==> config.mk <==
export PLATFORM = sky130hd
export DESIGN_NAME = rolling_key_xor_block_decoder_flat
export DESIGN_NICKNAME = d
export VERILOG_FILES = /design/src/sv/rkxd_pkg.sv /design/src/sv/rkxd_if.sv /design/src/sv/rkxd_apb_regs.sv /design/src/sv/rkxd_lane.sv /design/src/sv/rkxd_merge.sv /design/src/sv/rolling_key_xor_block_decoder.sv /design/src/flat_wrapper.sv
export SDC_FILE = /design/constraint.sdc
export NUM_CORES = 1
export LEC_CHECK = 0
export BUFFER_PORTS_ARGS = -buffer_cell sky130_fd_sc_hd__buf_2
export CAP_MARGIN = 15
export CORE_MARGIN = 2
export CORE_UTILIZATION = 45
export DETAILED_ROUTE_END_ITERATION = 8
export PLACE_DENSITY = 0.73
export SETUP_SLACK_MARGIN = 0.1
export SLEW_MARGIN = 10
export SYNTH_ARGS = -nofsm -noshare
export SYNTH_HDL_FRONTEND = slang
export SYNTH_SLANG_ARGS = --single-unit
==> constraint.sdc <==
create_clock -name i_clk -period 2.5 [get_ports i_clk]
set_clock_uncertainty 0.2 [all_clocks]
set_input_delay 0.125 -clock i_clk [delete_from_list [all_inputs] [get_ports i_clk]]
set_output_delay 0.125 -clock i_clk [all_outputs]
set_load 0.05 [all_outputs]
==> src/sv/rkxd_pkg.sv <==
`default_nettype none
// ----------------------------------------------------------------------------
// rkxd_pkg
// Shared types, constants and a function of the rolling-key XOR block decoder.
// ----------------------------------------------------------------------------
package rkxd_pkg;

    localparam int NumLanes      = 4;
    localparam int ByteW         = 8;
    localparam int CountW        = 3;
    localparam int KeyW          = NumLanes * ByteW;
    localparam int ApbAddrW      = 3;
    localparam int ApbDataW      = 32;

    typedef logic [ByteW-1:0]    t_byte;
    typedef logic [CountW-1:0]   t_count;
    typedef logic [KeyW-1:0]     t_key;

    localparam t_byte  PlainOffset = 8'h10;
    localparam t_count FullCount   = 3'd4;

    // Register index codes, taken from paddr[2].
    typedef enum logic {
        REG_INITIAL_KEY = 1'b0,
        REG_UNUSED      = 1'b1
    } t_reg_idx;

    // Control handed from the top level to the merging stage.
    typedef struct packed {
        logic   load;
        t_count valid_count;
    } t_merge_ctl;

    // Next key from the cipher block, selected by cipher byte 0 modulo 4.
    // Key byte k is c(3-k) if c0 mod 4 is 0, else c((k + c0 mod 4) mod 4).
    function automatic t_key next_key(input t_byte c0, input t_byte c1,
                                      input t_byte c2, input t_byte c3);
        t_key k;
        unique case (c0[1:0])
            2'd0:    k = {c0, c1, c2, c3};
            2'd1:    k = {c0, c3, c2, c1};
            2'd2:    k = {c1, c0, c3, c2};
            default: k = {c2, c1, c0, c3};
        endcase
        return k;
    endfunction

endpackage
`default_nettype wire

==> src/sv/rkxd_if.sv <==
`default_nettype none
// ----------------------------------------------------------------------------
// rkxd channel interfaces
// Valid/ready channels for cipher blocks in and decoded blocks out.
// ----------------------------------------------------------------------------
interface rkxd_in_if;
    logic       valid;
    logic       ready;
    logic [7:0] cipher_byte_0;
    logic [7:0] cipher_byte_1;
    logic [7:0] cipher_byte_2;
    logic [7:0] cipher_byte_3;
    logic [2:0] byte_count;
    logic       start_of_file;

    modport source (
        output valid, cipher_byte_0, cipher_byte_1, cipher_byte_2, cipher_byte_3,
               byte_count, start_of_file,
        input  ready
    );
    modport sink (
        input  valid, cipher_byte_0, cipher_byte_1, cipher_byte_2, cipher_byte_3,
               byte_count, start_of_file,
        output ready
    );
endinterface

interface rkxd_out_if;
    logic       valid;
    logic       ready;
    logic [7:0] plain_byte_0;
    logic [7:0] plain_byte_1;
    logic [7:0] plain_byte_2;
    logic [7:0] plain_byte_3;
    logic [2:0] valid_count;

    modport source (
        output valid, plain_byte_0, plain_byte_1, plain_byte_2, plain_byte_3,
               valid_count,
        input  ready
    );
    modport sink (
        input  valid, plain_byte_0, plain_byte_1, plain_byte_2, plain_byte_3,
               valid_count,
        output ready
    );
endinterface
`default_nettype wire

==> src/sv/rkxd_apb_regs.sv <==
`default_nettype none
// ----------------------------------------------------------------------------
// rkxd_apb_regs
// APB register file holding the seed key.
// ----------------------------------------------------------------------------
module rkxd_apb_regs (
    input  wire                             i_clk,
    input  wire                             i_rst_n,
    input  wire                             psel,
    input  wire                             penable,
    input  wire                             pwrite,
    input  wire  [rkxd_pkg::ApbAddrW-1:0]   paddr,
    input  wire  [rkxd_pkg::ApbDataW-1:0]   pwdata,
    output logic [rkxd_pkg::ApbDataW-1:0]   prdata,
    output logic                            pready,
    output rkxd_pkg::t_key                  o_initial_key
);
    import rkxd_pkg::*;

    t_key     r_initial_key;
    t_reg_idx reg_idx;
    logic     wr_en;

    assign reg_idx = t_reg_idx'(paddr[2]);
    assign pready  = 1'b1;
    assign wr_en   = psel && penable && pwrite && (reg_idx == REG_INITIAL_KEY);

    always_ff @(posedge i_clk) begin
        if (!i_rst_n) begin
            r_initial_key <= '0;
        end else if (wr_en) begin
            r_initial_key <= pwdata;
        end
    end

    always_comb begin
        unique case (reg_idx)
            REG_INITIAL_KEY: prdata = r_initial_key;
            default:         prdata = '0;
        endcase
    end

    assign o_initial_key = r_initial_key;

endmodule
`default_nettype wire

==> src/sv/rkxd_lane.sv <==
`default_nettype none
// ----------------------------------------------------------------------------
// rkxd_lane
// One byte lane: XOR with key or saved byte, add plain offset, zero if unused.
// ----------------------------------------------------------------------------
module rkxd_lane (
    input  rkxd_pkg::t_byte i_cipher,
    input  rkxd_pkg::t_byte i_key_byte,
    input  rkxd_pkg::t_byte i_prev_first,
    input  wire             i_full,
    input  wire             i_enable,
    output rkxd_pkg::t_byte o_plain
);
    import rkxd_pkg::*;

    t_byte key_sel;

    // A partial block uses the first cipher byte of the last full block, or seed key byte 0 after a start of file.
    assign key_sel = i_full ? i_key_byte : i_prev_first;
    assign o_plain = i_enable ? t_byte'((key_sel ^ i_cipher) + PlainOffset) : '0;

endmodule
`default_nettype wire

==> src/sv/rkxd_merge.sv <==
`default_nettype none
// ----------------------------------------------------------------------------
// rkxd_merge
// Gathers the lane results into one output register and drives the channel.
// ----------------------------------------------------------------------------
module rkxd_merge (
    input  wire                     i_clk,
    input  wire                     i_rst_n,
    input  rkxd_pkg::t_merge_ctl    i_ctl,
    input  rkxd_pkg::t_byte         i_plain [rkxd_pkg::NumLanes],
    output logic                    o_can_load,
    rkxd_out_if.source              o_res
);
    import rkxd_pkg::*;

    logic   r_valid;
    t_byte  r_plain [NumLanes];
    t_count r_count;

    // The register frees up in the same cycle its transfer completes.
    assign o_can_load = !r_valid || o_res.ready;

    always_ff @(posedge i_clk) begin
        if (!i_rst_n) begin
            r_valid <= 1'b0;
        end else if (i_ctl.load) begin
            r_valid <= 1'b1;
        end else if (o_res.ready) begin
            r_valid <= 1'b0;
        end
    end

    always_ff @(posedge i_clk) begin
        if (i_ctl.load) begin
            r_plain <= i_plain;
            r_count <= i_ctl.valid_count;
        end
    end

    assign o_res.valid        = r_valid;
    assign o_res.plain_byte_0 = r_plain[0];
    assign o_res.plain_byte_1 = r_plain[1];
    assign o_res.plain_byte_2 = r_plain[2];
    assign o_res.plain_byte_3 = r_plain[3];
    assign o_res.valid_count  = r_count;

endmodule
`default_nettype wire

==> src/sv/rolling_key_xor_block_decoder.sv <==
`default_nettype none
// ----------------------------------------------------------------------------
// rolling_key_xor_block_decoder
// Decodes 4-byte cipher blocks with a key that rolls from block to block.
// ----------------------------------------------------------------------------
// A block's result is registered and shows on o_res in the next cycle.
// Throughput: one block per cycle unless o_res stalls; four byte lanes decode
// in parallel and the key update is a byte permutation settled in the same
// cycle as the decode. Reset (synchronous, active low) clears the seed key,
// the rolling key, the saved first cipher byte and the output valid flag.
module rolling_key_xor_block_decoder (
    input  wire                             i_clk,
    input  wire                             i_rst_n,
    input  wire                             psel,
    input  wire                             penable,
    input  wire                             pwrite,
    input  wire  [rkxd_pkg::ApbAddrW-1:0]   paddr,
    input  wire  [rkxd_pkg::ApbDataW-1:0]   pwdata,
    output logic [rkxd_pkg::ApbDataW-1:0]   prdata,
    output logic                            pready,
    rkxd_in_if.sink                         i_blk,
    rkxd_out_if.source                      o_res
);
    import rkxd_pkg::*;

    t_key       initial_key;
    t_key       r_rolling_key;
    t_byte      r_prev_first;
    t_key       key_eff;
    t_byte      prev_eff;
    t_byte      cipher [NumLanes];
    t_byte      plain  [NumLanes];
    t_count     cnt;
    logic       full;
    logic       accept;
    logic       can_load;
    t_merge_ctl merge_ctl;

    rkxd_apb_regs u_regs (
        .i_clk         (i_clk),
        .i_rst_n       (i_rst_n),
        .psel          (psel),
        .penable       (penable),
        .pwrite        (pwrite),
        .paddr         (paddr),
        .pwdata        (pwdata),
        .prdata        (prdata),
        .pready        (pready),
        .o_initial_key (initial_key)
    );

    assign cipher[0] = i_blk.cipher_byte_0;
    assign cipher[1] = i_blk.cipher_byte_1;
    assign cipher[2] = i_blk.cipher_byte_2;
    assign cipher[3] = i_blk.cipher_byte_3;
    assign cnt       = i_blk.byte_count;
    assign full      = (cnt >= FullCount);

    assign i_blk.ready = can_load;
    assign accept      = i_blk.valid && can_load;

    // A start of file reloads the key before this block is decoded.
    assign key_eff  = i_blk.start_of_file ? initial_key : r_rolling_key;
    assign prev_eff = i_blk.start_of_file ? initial_key[ByteW-1:0] : r_prev_first;

    for (genvar g = 0; g < NumLanes; g++) begin : g_lane
        rkxd_lane u_lane (
            .i_cipher     (cipher[g]),
            .i_key_byte   (key_eff[g*ByteW +: ByteW]),
            .i_prev_first (prev_eff),
            .i_full       (full),
            .i_enable     (full || (cnt > t_count'(g))),
            .o_plain      (plain[g])
        );
    end

    assign merge_ctl.load        = accept;
    assign merge_ctl.valid_count = full ? FullCount : cnt;

    rkxd_merge u_merge (
        .i_clk      (i_clk),
        .i_rst_n    (i_rst_n),
        .i_ctl      (merge_ctl),
        .i_plain    (plain),
        .o_can_load (can_load),
        .o_res      (o_res)
    );

    // Only a full block advances the key; others keep the key in effect.
    always_ff @(posedge i_clk) begin
        if (!i_rst_n) begin
            r_rolling_key <= '0;
            r_prev_first  <= '0;
        end else if (accept) begin
            if (full) begin
                r_rolling_key <= next_key(cipher[0], cipher[1], cipher[2], cipher[3]);
                r_prev_first  <= cipher[0];
            end else begin
                r_rolling_key <= key_eff;
                r_prev_first  <= prev_eff;
            end
        end
    end

endmodule
`default_nettype wire

==> src/flat_wrapper.sv <==
// flat-port wrapper written by rule: the top's interface ports become plain ports
module rolling_key_xor_block_decoder_flat import rkxd_pkg::*;
  (i_clk, i_rst_n, psel, penable, pwrite, paddr, pwdata, prdata, pready, i_blk_valid, i_blk_cipher_byte_0, i_blk_cipher_byte_1, i_blk_cipher_byte_2, i_blk_cipher_byte_3, i_blk_byte_count, i_blk_start_of_file, i_blk_ready, o_res_valid, o_res_plain_byte_0, o_res_plain_byte_1, o_res_plain_byte_2, o_res_plain_byte_3, o_res_valid_count, o_res_ready);
  rkxd_in_if i_blk_i ();
  rkxd_out_if o_res_i ();
  input  wire i_clk;
  input  wire i_rst_n;
  input  wire psel;
  input  wire penable;
  input  wire pwrite;
  input  wire  [rkxd_pkg::ApbAddrW-1:0] paddr;
  input  wire  [rkxd_pkg::ApbDataW-1:0] pwdata;
  output logic [rkxd_pkg::ApbDataW-1:0] prdata;
  output logic pready;
  input wire logic [$bits(i_blk_i.valid)-1:0] i_blk_valid;
  input wire logic [$bits(i_blk_i.cipher_byte_0)-1:0] i_blk_cipher_byte_0;
  input wire logic [$bits(i_blk_i.cipher_byte_1)-1:0] i_blk_cipher_byte_1;
  input wire logic [$bits(i_blk_i.cipher_byte_2)-1:0] i_blk_cipher_byte_2;
  input wire logic [$bits(i_blk_i.cipher_byte_3)-1:0] i_blk_cipher_byte_3;
  input wire logic [$bits(i_blk_i.byte_count)-1:0] i_blk_byte_count;
  input wire logic [$bits(i_blk_i.start_of_file)-1:0] i_blk_start_of_file;
  output wire logic [$bits(i_blk_i.ready)-1:0] i_blk_ready;
  output wire logic [$bits(o_res_i.valid)-1:0] o_res_valid;
  output wire logic [$bits(o_res_i.plain_byte_0)-1:0] o_res_plain_byte_0;
  output wire logic [$bits(o_res_i.plain_byte_1)-1:0] o_res_plain_byte_1;
  output wire logic [$bits(o_res_i.plain_byte_2)-1:0] o_res_plain_byte_2;
  output wire logic [$bits(o_res_i.plain_byte_3)-1:0] o_res_plain_byte_3;
  output wire logic [$bits(o_res_i.valid_count)-1:0] o_res_valid_count;
  input wire logic [$bits(o_res_i.ready)-1:0] o_res_ready;
  assign i_blk_i.valid = i_blk_valid;
  assign i_blk_i.cipher_byte_0 = i_blk_cipher_byte_0;
  assign i_blk_i.cipher_byte_1 = i_blk_cipher_byte_1;
  assign i_blk_i.cipher_byte_2 = i_blk_cipher_byte_2;
  assign i_blk_i.cipher_byte_3 = i_blk_cipher_byte_3;
  assign i_blk_i.byte_count = i_blk_byte_count;
  assign i_blk_i.start_of_file = i_blk_start_of_file;
  assign i_blk_ready = i_blk_i.ready;
  assign o_res_valid = o_res_i.valid;
  assign o_res_plain_byte_0 = o_res_i.plain_byte_0;
  assign o_res_plain_byte_1 = o_res_i.plain_byte_1;
  assign o_res_plain_byte_2 = o_res_i.plain_byte_2;
  assign o_res_plain_byte_3 = o_res_i.plain_byte_3;
  assign o_res_valid_count = o_res_i.valid_count;
  assign o_res_i.ready = o_res_ready;
  rolling_key_xor_block_decoder u_core (.i_clk(i_clk), .i_rst_n(i_rst_n), .psel(psel), .penable(penable), .pwrite(pwrite), .paddr(paddr), .pwdata(pwdata), .prdata(prdata), .pready(pready), .i_blk(i_blk_i), .o_res(o_res_i));
endmodule
==> impl_metrics.toml, run 1 <==
[cells_and_area]
layout.nets = 938
diodes = 0
area_growth_pct = 28.1
final_cell_mix = "buf_2 (144), nand2_1 (83), dfxtp_1 (73)"
drive_above_1_share = 0.282
final_common_cell = "buf_2"

[timing]
fmax_mhz = 475
relSlewSlack = 0.531
finalSetupViolCount = 0
timing.hold.ws_ns = 0.0267
tightest_slew_ns = 0.703
fin_crit_ns = 2.11
hold_violations = 0
setup_tns_ns = 0
slew_violations = 0
fin_crit_sh = 0.842
rsz0062_at_grt = "false"

[routing]
vias_per_cell = 5.51
wl_met2_um = 8330
wl_um = 18300
dr_wl_met3_um = 1510
ant_nets = 0
num_vias = 5733
drc = 0
highest_layer = "met4"
wl_met1_um = 8210
drtIter0Drc = 342
wl_per_cell_um = 17.6
firstDrtPassIters = 5

[global_routing]
grt_start_max_net_pins = 63
gr-total-overflow = 0
grt_pass1_vias = 5363
grt_first_pass_wirelength_um = 28600
antenna_found_initial = 0
grt.total_usage = 0.248

[clocking]
cts-htree-levels = 3
clk_path_buf_depth = 2
cts_made_buffers = 9
cts-root-buf = "clkbuf_16"
cts.reportedPaths.clkPinSlew_ns = 0.07
cts_sinks = 108
clock_latency_ns = 0.35
cts_tree = "yes"
cts_resized = 0

[worst_setup_path]
startpoint_type = "flop"
cp_cell_sequence = "mux4_1 -> xnor2_2 -> nand3b_2 -> xnor2_1 -> nor2_1"
crit_fanout = 7
arrival_ns = 1.99
crit_slowest_cell = "mux4_1"
cp.required_ns = 2.38
setup.worst_path.end_class = "flop"
crit_path_max_incr_delay_ns = 0.59
crit_type = "flop to flop"

[synth]
async_flop_share = 0
synth.avg_cell_area_um2 = 9.22
seq_area_frac_synth = 0.402
ys.flop_type = "dfxtp_1"
syn-num-nets = 760
post_synth_num_cell_types = 54
syn_inst = 678
synth_edf_count = 35
synth_area_mm2 = 0.00625
ys_warn_count = 0
synth-seq-cells = 108

[floorplan]
initial_core_util = 0.455
die_h_um = 122
row_count = 43
ios = 148
die_w_um = 122
fp.dieArea_mm2 = 0.0148
core_mm2 = 0.0137

[placement]
place_congestion = 0.966
port_buffers = 144
dp_hpwl_um = 12700

[min_path]
hold_class = "input port to flop"

[pwr]
ir_worst_vdd_mv = 0.358
power.density_mw_per_mm2 = 570
leakage_nw = 3.36

[outcome]
status = "complete, no violations"

[run]
maxCapViolations = 0
## stage by stage
stage          utilization  std cells  instance area, um^2  setup WS, ns  total power [mW]
6_report             0.583       1041                 8000         0.394              4.56
2_1_floorplan            -        678                 6250         0.223              2.77
3_3_place_gp         0.524        975                 7190         0.205              3.05
4_1_cts              0.583       1041                 8000         0.398              4.57
3_5_place_dp         0.524        975                 7190         0.188              3.06
5_1_grt              0.583       1041                 8000         0.319              4.75
## sequential cells by signal, summed over array words and instances (netlist names)
register                           count
u_core.u_regs.o_initial_key           32
u_core.r_rolling_key                  32
u_core.u_merge.o_res.plain_byte_0      8
u_core.u_merge.o_res.plain_byte_2      8
u_core.r_prev_first                    8
u_core.u_merge.o_res.plain_byte_1      8
u_core.u_merge.o_res.plain_byte_3      8
u_core.u_merge.o_res.valid_count       3
u_core.u_merge.o_res.valid             1
## critical path: cells and delay by family (launching register included)
family | cells | cell delay, ns
flip-flops | 1 | 0.41
AND/OR/NAND/NOR | 2 | 0.28
XOR/XNOR | 2 | 0.36
multiplexers | 1 | 0.59
## layout make-up
cell class                 instances  area [um^2]
clock inverter                     4         27.5
multi-input combinational        506         3430
fill                            1204         5720
sequential                       108         2510
tap                              180          225
inverter                           7         26.3
timing repair buffer             224         1500
clock buffer                      12          280
## cell usage after synthesis, types with 2 or more instances
| cell | n | share of area |
|---|---|---|
| xor2_1 | 28 | 0.039 |
| a311o_1 | 2 | 0.0032 |
| o211ai_1 | 12 | 0.014 |
| o221a_2 | 20 | 0.036 |
| o22ai_1 | 3 | 0.0030 |
| a21boi_0 | 36 | 0.043 |
| buf_1 | 3 | 0.0018 |
| ha_1 | 4 | 0.0080 |
| inv_1 | 4 | 0.0024 |
| clkbuf_1 | 30 | 0.018 |
| nand2b_1 | 9 | 0.0090 |
| a22oi_1 | 4 | 0.0048 |
| or2_2 | 2 | 0.0020 |
| xnor2_1 | 11 | 0.015 |
| nand3b_2 | 2 | 0.0036 |
| clkinv_1 | 2 | 0.0012 |
| or3_1 | 2 | 0.0020 |
| o211a_1 | 2 | 0.0032 |
| mux2_2 | 13 | 0.023 |
| mux4_2 | 9 | 0.032 |
| nand2_1 | 83 | 0.050 |
| nor2b_1 | 39 | 0.039 |
| buf_6 | 3 | 0.0054 |
| xnor2_2 | 2 | 0.0052 |
| edfxtp_1 | 35 | 0.17 |
| nor3_1 | 16 | 0.013 |
| buf_2 | 17 | 0.014 |
| a21oi_1 | 55 | 0.044 |
| nor2_1 | 55 | 0.033 |
| o21ai_0 | 33 | 0.026 |
| dfxtp_1 | 73 | 0.23 |
| nand3_1 | 2 | 0.0016 |
| a221oi_1 | 3 | 0.0042 |
| mux4_1 | 2 | 0.0084 |
| mux2i_1 | 35 | 0.056 |
| a211oi_1 | 2 | 0.0024 |
| a31oi_1 | 7 | 0.0070 |
| buf_4 | 2 | 0.0024 |
## logic make-up (layout without fill, tap and decap cells)
group,after synthesis,after routing,synth area share
xor gates and xnor gates,41,41,0.0599
adders and majority gates,4,4,0.00801
other,1,1,0.000600
buffers and inverters,64,247,0.0495
AOI/OAI and AO/OA,185,185,0.199
and+or+nand+nor,216,216,0.160
muxes,59,59,0.120
DFF,108,108,0.402
## where the power goes
part           total [mW]  internal [mW]  switching [mW]  leakage (nW)
logic                1.09          0.422           0.670          2.27
clock network        1.46          0.803           0.655         0.152
registers            2.01           1.95          0.0603         0.945
total                4.56           3.17            1.39          3.36
## repair_timing
action / in CTS / in global routing
setup buffers: 0 / 0
endpoints found under the hold margin: 50 / 0
hold buffers: 50 / 0
## worst paths after layout
check,from,endpoint,slack (ns),depth (start not counted)
max,u_core.u_regs.o_initial_key[6],u_core.u_merge.o_res.plain_byte_1[7],0.39,5
min,i_rst_n,u_core.u_regs.o_initial_key[11],0.03,2
min reg2reg,u_core.r_rolling_key[18],u_core.r_rolling_key[18],0.26,2
max reg2reg,u_core.u_regs.o_initial_key[6],u_core.u_merge.o_res.plain_byte_1[7],0.39,5
## routing by layer
metal | GRT usage | vias up
met1 | 0.348 | 2681
met4 | 0.0754 | 0
met3 | 0.0478 | 17
li1 | - | 2776
met5 | 0 | -
met2 | 0.389 | 259
Note: power is estimated with default switching activity, not from simulation.
==> inputs of run 2 (changes only) <==
--- a/config.mk
+++ b/config.mk
@@ -10,7 +10,7 @@
 export CORE_MARGIN = 2
 export CORE_UTILIZATION = 45
 export DETAILED_ROUTE_END_ITERATION = 8
-export PLACE_DENSITY = 0.73
+export PLACE_DENSITY = 0.71
 export SETUP_SLACK_MARGIN = 0.1
 export SLEW_MARGIN = 10
 export SYNTH_ARGS = -nofsm -noshare
==> constraint.sdc (replaced) <==
create_clock -name i_clk -period 1.95 [get_ports i_clk]
set_clock_uncertainty 0.2 [all_clocks]
set_input_delay 0.0975 -clock i_clk [delete_from_list [all_inputs] [get_ports i_clk]]
set_output_delay 0.0975 -clock i_clk [all_outputs]
set_load 0.05 [all_outputs]
==> run 2 against run 1 <==
- clock-buffer cell count increased by 3
- total power up 32%
- fmax rose by 5.4%
- critical path depth is 1 higher
- critical path type unchanged
- utilization rose by 4.8 points
- setup slack worse by 0.44 ns
- non-clock buffer count is 53 higher
- die area is the same
- the flow now finishes with violations (negative setup slack)
- final area increased by 8.3%
- clock power increased by 27%
- register-to-register slack worse by 0.44 ns
- via count grew 7.6%
==> impl_metrics.toml, run 2 (synthesis gave the netlist of run 1 again) <==
[outcome]
status = "finished, violations left"
violations = "negative setup slack"

[worst_setup_path]
startpoint_type = "flop"
setup.worst_path.end_class = "flop"
cp_cell_sequence = "buf_6 -> mux4_2 -> xor2_4 -> ha_1 -> xor2_1 -> nor2_1"
critPathBufInv = 1
crit_fanout = 3
arrival_ns = 1.91
cp_top_family = "multiplexers"
crit_type = "flop to flop"
cp.required_ns = 1.86
crit_slowest_cell = "mux4_2"
crit_path_max_incr_delay_ns = 0.51

[clocking]
clk_path_buf_depth = 2
cts.reportedPaths.clkPinSlew_ns = 0.07
cts_tree = "yes"
clock_latency_ns = 0.35
cts-htree-levels = 3
cts_made_buffers = 9
cts-root-buf = "clkbuf_16"
cts_sinks = 108

[timing]
fin_crit_sh = 1.02
relSlewSlack = 0.649
fin_crit_ns = 2.00
hold_violations = 0
rsz0062_at_grt = "true"
tightest_slew_ns = 0.525
fmax_mhz = 501
setup_tns_ns = -0.180
slew_violations = 0
setup_slack_ns = -0.0477
finalSetupViolCount = 6
timing.hold.ws_ns = 0.0109

[routing]
ant_nets = 0
drc = 0
vias_per_cell = 5.64
wl_per_cell_um = 18.3
drtIter0Drc = 648
firstDrtPassIters = 5
num_vias = 6167
wl_um = 20000

[cells_and_area]
layout.nets = 991
final_cell_mix = "buf_2 (144), nand2_1 (82), dfxtp_1 (67)"
area_growth_pct = 38.7
diodes = 0
final_common_cell = "buf_2"
multiInputGateArea_mm2 = 0.00361
utilization = 0.632
drive_above_1_share = 0.331
fillers = 1111
seq_area_mm2 = 0.00253
fin_cells = 1093

[global_routing]
grt.total_usage = 0.267
antenna_found_initial = 0
grt_pass1_vias = 5696
gr-total-overflow = 0
grt_first_pass_wirelength_um = 30700
grt_start_max_net_pins = 63

[min_path]
hold_class = "input port to flop"

[floorplan]
die_w_um = 122
initial_core_util = 0.455
row_count = 43
core_mm2 = 0.0137
fp.dieArea_mm2 = 0.0148
ios = 148
die_h_um = 122

[pwr]
power.density_mw_per_mm2 = 694
ir_worst_vdd_mv = 0.446
seqPwrFrac = 0.428
p_comb_frac = 0.264
p_sw_mw = 1.81
p_sw_frac = 0.301
leakage_nw = 3.72
clkPwrFrac = 0.308
p_int_mw = 4.20

[placement]
place_congestion = 0.922
dp_hpwl_um = 13900
placed_cells = 1013
place_ws_ns = -0.141
port_buffers = 144

[run]
maxCapViolations = 0
-- run 2: cell count changes in the layout (fill, tap and decap cells not counted), sizes merged --
cell         before  now
buf             174  213
dlygate4sd3      50   64
clkbuf           12   15
clkinv            3    1
clkinvlp          1    0
inv               7    6
-- run 2: path summary, 6_finish.rpt --
kind | from | cells after the start | slack, ns | endpoint
setup / recovery | u_core.r_prev_first[5] | 6 | -0.05 | u_core.u_merge.o_res.plain_byte_2[6]
setup reg to reg | u_core.r_prev_first[5] | 6 | -0.05 | u_core.u_merge.o_res.plain_byte_2[6]
hold reg to reg | u_core.r_rolling_key[19] | 2 | 0.27 | u_core.r_rolling_key[19]
hold / removal | i_blk_cipher_byte_0[4] | 3 | 0.01 | u_core.r_prev_first[4]
-- run 2: cell type report --
class / instances / area share
clock buffers: 15 / 0.0347
flip-flops and latches: 108 / 0.292
well taps: 180 / 0.0260
multi-input cells: 506 / 0.416
inverters: 7 / 0.00303
repair buffers: 277 / 0.228
-- run 2: timing repair --
action | 4_1_cts | 5_1_grt
hold buffers | 64 | 0
pin swaps | 10 | 6
endpoints found under the hold margin | 52 | 0
setup buffers | 2 | 0
setup endpoints to repair | 11 | 12
resized for setup | 14 | 19
-- run 2: stage by stage --
| step | power [mW] | area [um^2] |
|---|---|---|
| after floorplan | 3.56 | 6320 |
| after global placement | 4.00 | 7560 |
| after detailed placement | 4.03 | 7560 |
| after CTS | 5.96 | 8560 |
| after global routing | 6.24 | 8670 |
| final | 6.01 | 8670 |
-- run 2: power by group through the flow --
| stage | sequential (mW) | clock, mW | combinational (mW) |
|---|---|---|---|
| final | 2.58 | 1.85 | 1.58 |
| after global placement | 2.62 | 0 | 1.38 |
| after floorplan | 2.86 | 0 | 0.706 |
| after CTS | 2.57 | 1.87 | 1.52 |
| after global routing | 2.59 | 1.96 | 1.69 |
| after detailed placement | 2.62 | 0 | 1.41 |
-- run 2: per-layer routing --
metal,GRT usage,wire length (um),up-vias
li1,-,-,2875
met3,0.0384,1640,37
met4,0.104,533,0
met2,0.410,9100,360
met5,0,0,-
met1,0.379,8720,2895
-- run 2: worst reg2reg max path, stage by stage, from the launching register on --
cell,delay (ns)
dfxtp_2,0.34
buf_6,0.11
mux4_2,0.51
xor2_4,0.19
ha_1,0.18
xor2_1,0.17
nor2_1,0.05
==> inputs of run 3 (changes only) <==
--- a/config.mk
+++ b/config.mk
@@ -12,6 +12,7 @@
 export DETAILED_ROUTE_END_ITERATION = 8
 export PLACE_DENSITY = 0.71
 export SETUP_SLACK_MARGIN = 0.1
+export SKIP_CTS_REPAIR_TIMING = 1
 export SLEW_MARGIN = 10
 export SYNTH_ARGS = -nofsm -noshare
 export SYNTH_HDL_FRONTEND = slang
==> run 3 against run 2 <==
- the run ends with negative hold slack, negative setup slack left
- first-iteration DRC count is 6.5% higher
- die area is the same
- total power fell by 0.29%
- global-route usage shrank 1.3 points
- via count fell by 0.36%
- worst hold slack got worse by 0.027 ns
- clock power is essentially flat
- combinational power barely moved
- critical endpoint unchanged
==> impl_metrics.toml, run 3 (synthesis gave the netlist of run 1 again) <==
[outcome]
status = "finished, violations left"
violations = "negative hold slack, negative setup slack"

[min_path]
hold_class = "input port to flop"
min_path_cells = 3
hold_end = "u_core.u_merge.o_res.plain_byte_1[1]"
min_from = "i_blk_cipher_byte_1[1]"

[timing]
relSlewSlack = 0.643
tightest_slew_ns = 0.534
fmax_mhz = 498
hold_violations = 2
rsz0062_at_grt = "true"
slew_violations = 0
fin_crit_ns = 2.01
setup_tns_ns = -0.265
timing.hold.ws_ns = -0.0160
fin_crit_sh = 1.03
setup_slack_ns = -0.0598
finalSetupViolCount = 6

[worst_setup_path]
crit_type = "flop to flop"
timing.rr.end = "u_core.u_merge.o_res.plain_byte_2[6]"
ff2ff_path_depth = 6
startpoint_type = "flop"
crit_fanout = 3
setup.worst_path.end_class = "flop"
r2r-start = "u_core.r_prev_first[5]"
cp.required_ns = 1.86
arrival_ns = 1.92
r2r_slack_ns = -0.06

[cells_and_area]
utilization = 0.628
design_area_mm2 = 0.00861
final_cell_mix = "buf_2 (144), nand2_1 (83), dfxtp_1 (66)"
drive_above_1_share = 0.330
fillers = 1133
area_growth_pct = 37.8
final_common_cell = "buf_2"
diodes = 0
layout.nets = 988

[global_routing]
gr-total-overflow = 0
grt_pass1_vias = 5398
grt.total_usage = 0.254
grt_start_max_net_pins = 63
antenna_found_initial = 0
grt_first_pass_wirelength_um = 29200

[routing]
drtIter0Drc = 690
vias_per_cell = 5.64
num_vias = 6145
drc = 0
wl_per_cell_um = 18.3
ant_nets = 0
wl_um = 19900
firstDrtPassIters = 5

[placement]
dpl_cell_area_mm2 = 0.00756
port_buffers = 144
place_congestion = 0.922
place_ws_ns = -0.141
dp_hpwl_um = 13900

[pwr]
p_comb_frac = 0.262
p_int_mw = 4.19
seqPwrFrac = 0.430
clkPwrFrac = 0.308
power.density_mw_per_mm2 = 696
leakage_nw = 3.72
p_total_mw = 5.99
p_sw_mw = 1.80
ir_worst_vdd_mv = 0.449
p_sw_frac = 0.301

[clocking]
cts-htree-levels = 3
cts_sinks = 108
clk_path_buf_depth = 2
cts_tree = "yes"
clock_latency_ns = 0.35
cts.reportedPaths.clkPinSlew_ns = 0.07
cts-root-buf = "clkbuf_16"
cts_made_buffers = 9

[floorplan]
initial_core_util = 0.455
row_count = 43
ios = 148
core_mm2 = 0.0137
die_h_um = 122
fp.dieArea_mm2 = 0.0148
die_w_um = 122

[run]
maxCapViolations = 0
## run 3: worst max-delay path by stage
stage                                           endpoint  cells past startpoint                            from
floorplan           u_core.u_merge.o_res.plain_byte_3[6]                      8             i_blk_start_of_file
global placement    u_core.u_merge.o_res.plain_byte_1[7]                      7             i_blk_start_of_file
detailed placement  u_core.u_merge.o_res.plain_byte_2[7]                      7             i_blk_start_of_file
CTS                 u_core.u_merge.o_res.plain_byte_3[6]                      6  u_core.u_regs.o_initial_key[4]
global route        u_core.u_merge.o_res.plain_byte_3[6]                      6  u_core.u_regs.o_initial_key[4]
finish              u_core.u_merge.o_res.plain_byte_2[6]                      6          u_core.r_prev_first[5]
## run 3: metal layers
layer	vias to the layer above	track usage	wire length (um)
li1	2868	-	-
met1	2920	0.369	8770
met2	319	0.381	9070
met3	38	0.0375	1510
met4	0	0.0999	571
met5	-	0	0
## run 3: through the flow
step | cells | hold slack, ns
2_1_floorplan | 678 | 0.0254
3_3_place_gp | 1013 | 0.146
3_5_place_dp | 1013 | 0.156
4_1_cts | 1028 | -0.214
5_1_grt | 1090 | 0.000878
6_report | 1090 | -0.0160
## run 3: area by class of cell
type                            instances  area (um^2)  area share
Tap cell                              180          225      0.0262
Inverter                                7         26.3     0.00305
Sequential cell                       108         2530       0.293
Timing Repair Buffer                  274         1950       0.226
Multi-Input combinational cell        506         3590       0.417
Clock buffer                           15          300      0.0349
## run 3: worst max-delay path, stage by stage, from the launching register on
cell	delay, ns
dfxtp_2	0.34
buf_6	0.11
mux4_2	0.52
xor2_4	0.19
ha_1	0.19
xor2_1	0.16
nor2_1	0.05
## run 3: power groups by stage
stage | sequential, mW | clock (mW) | combinational, mW
after detailed placement | 2.62 | 0 | 1.41
after CTS | 2.57 | 1.87 | 1.42
after floorplan | 2.86 | 0 | 0.706
after global routing | 2.59 | 1.96 | 1.68
final | 2.58 | 1.85 | 1.57
after global placement | 2.62 | 0 | 1.38
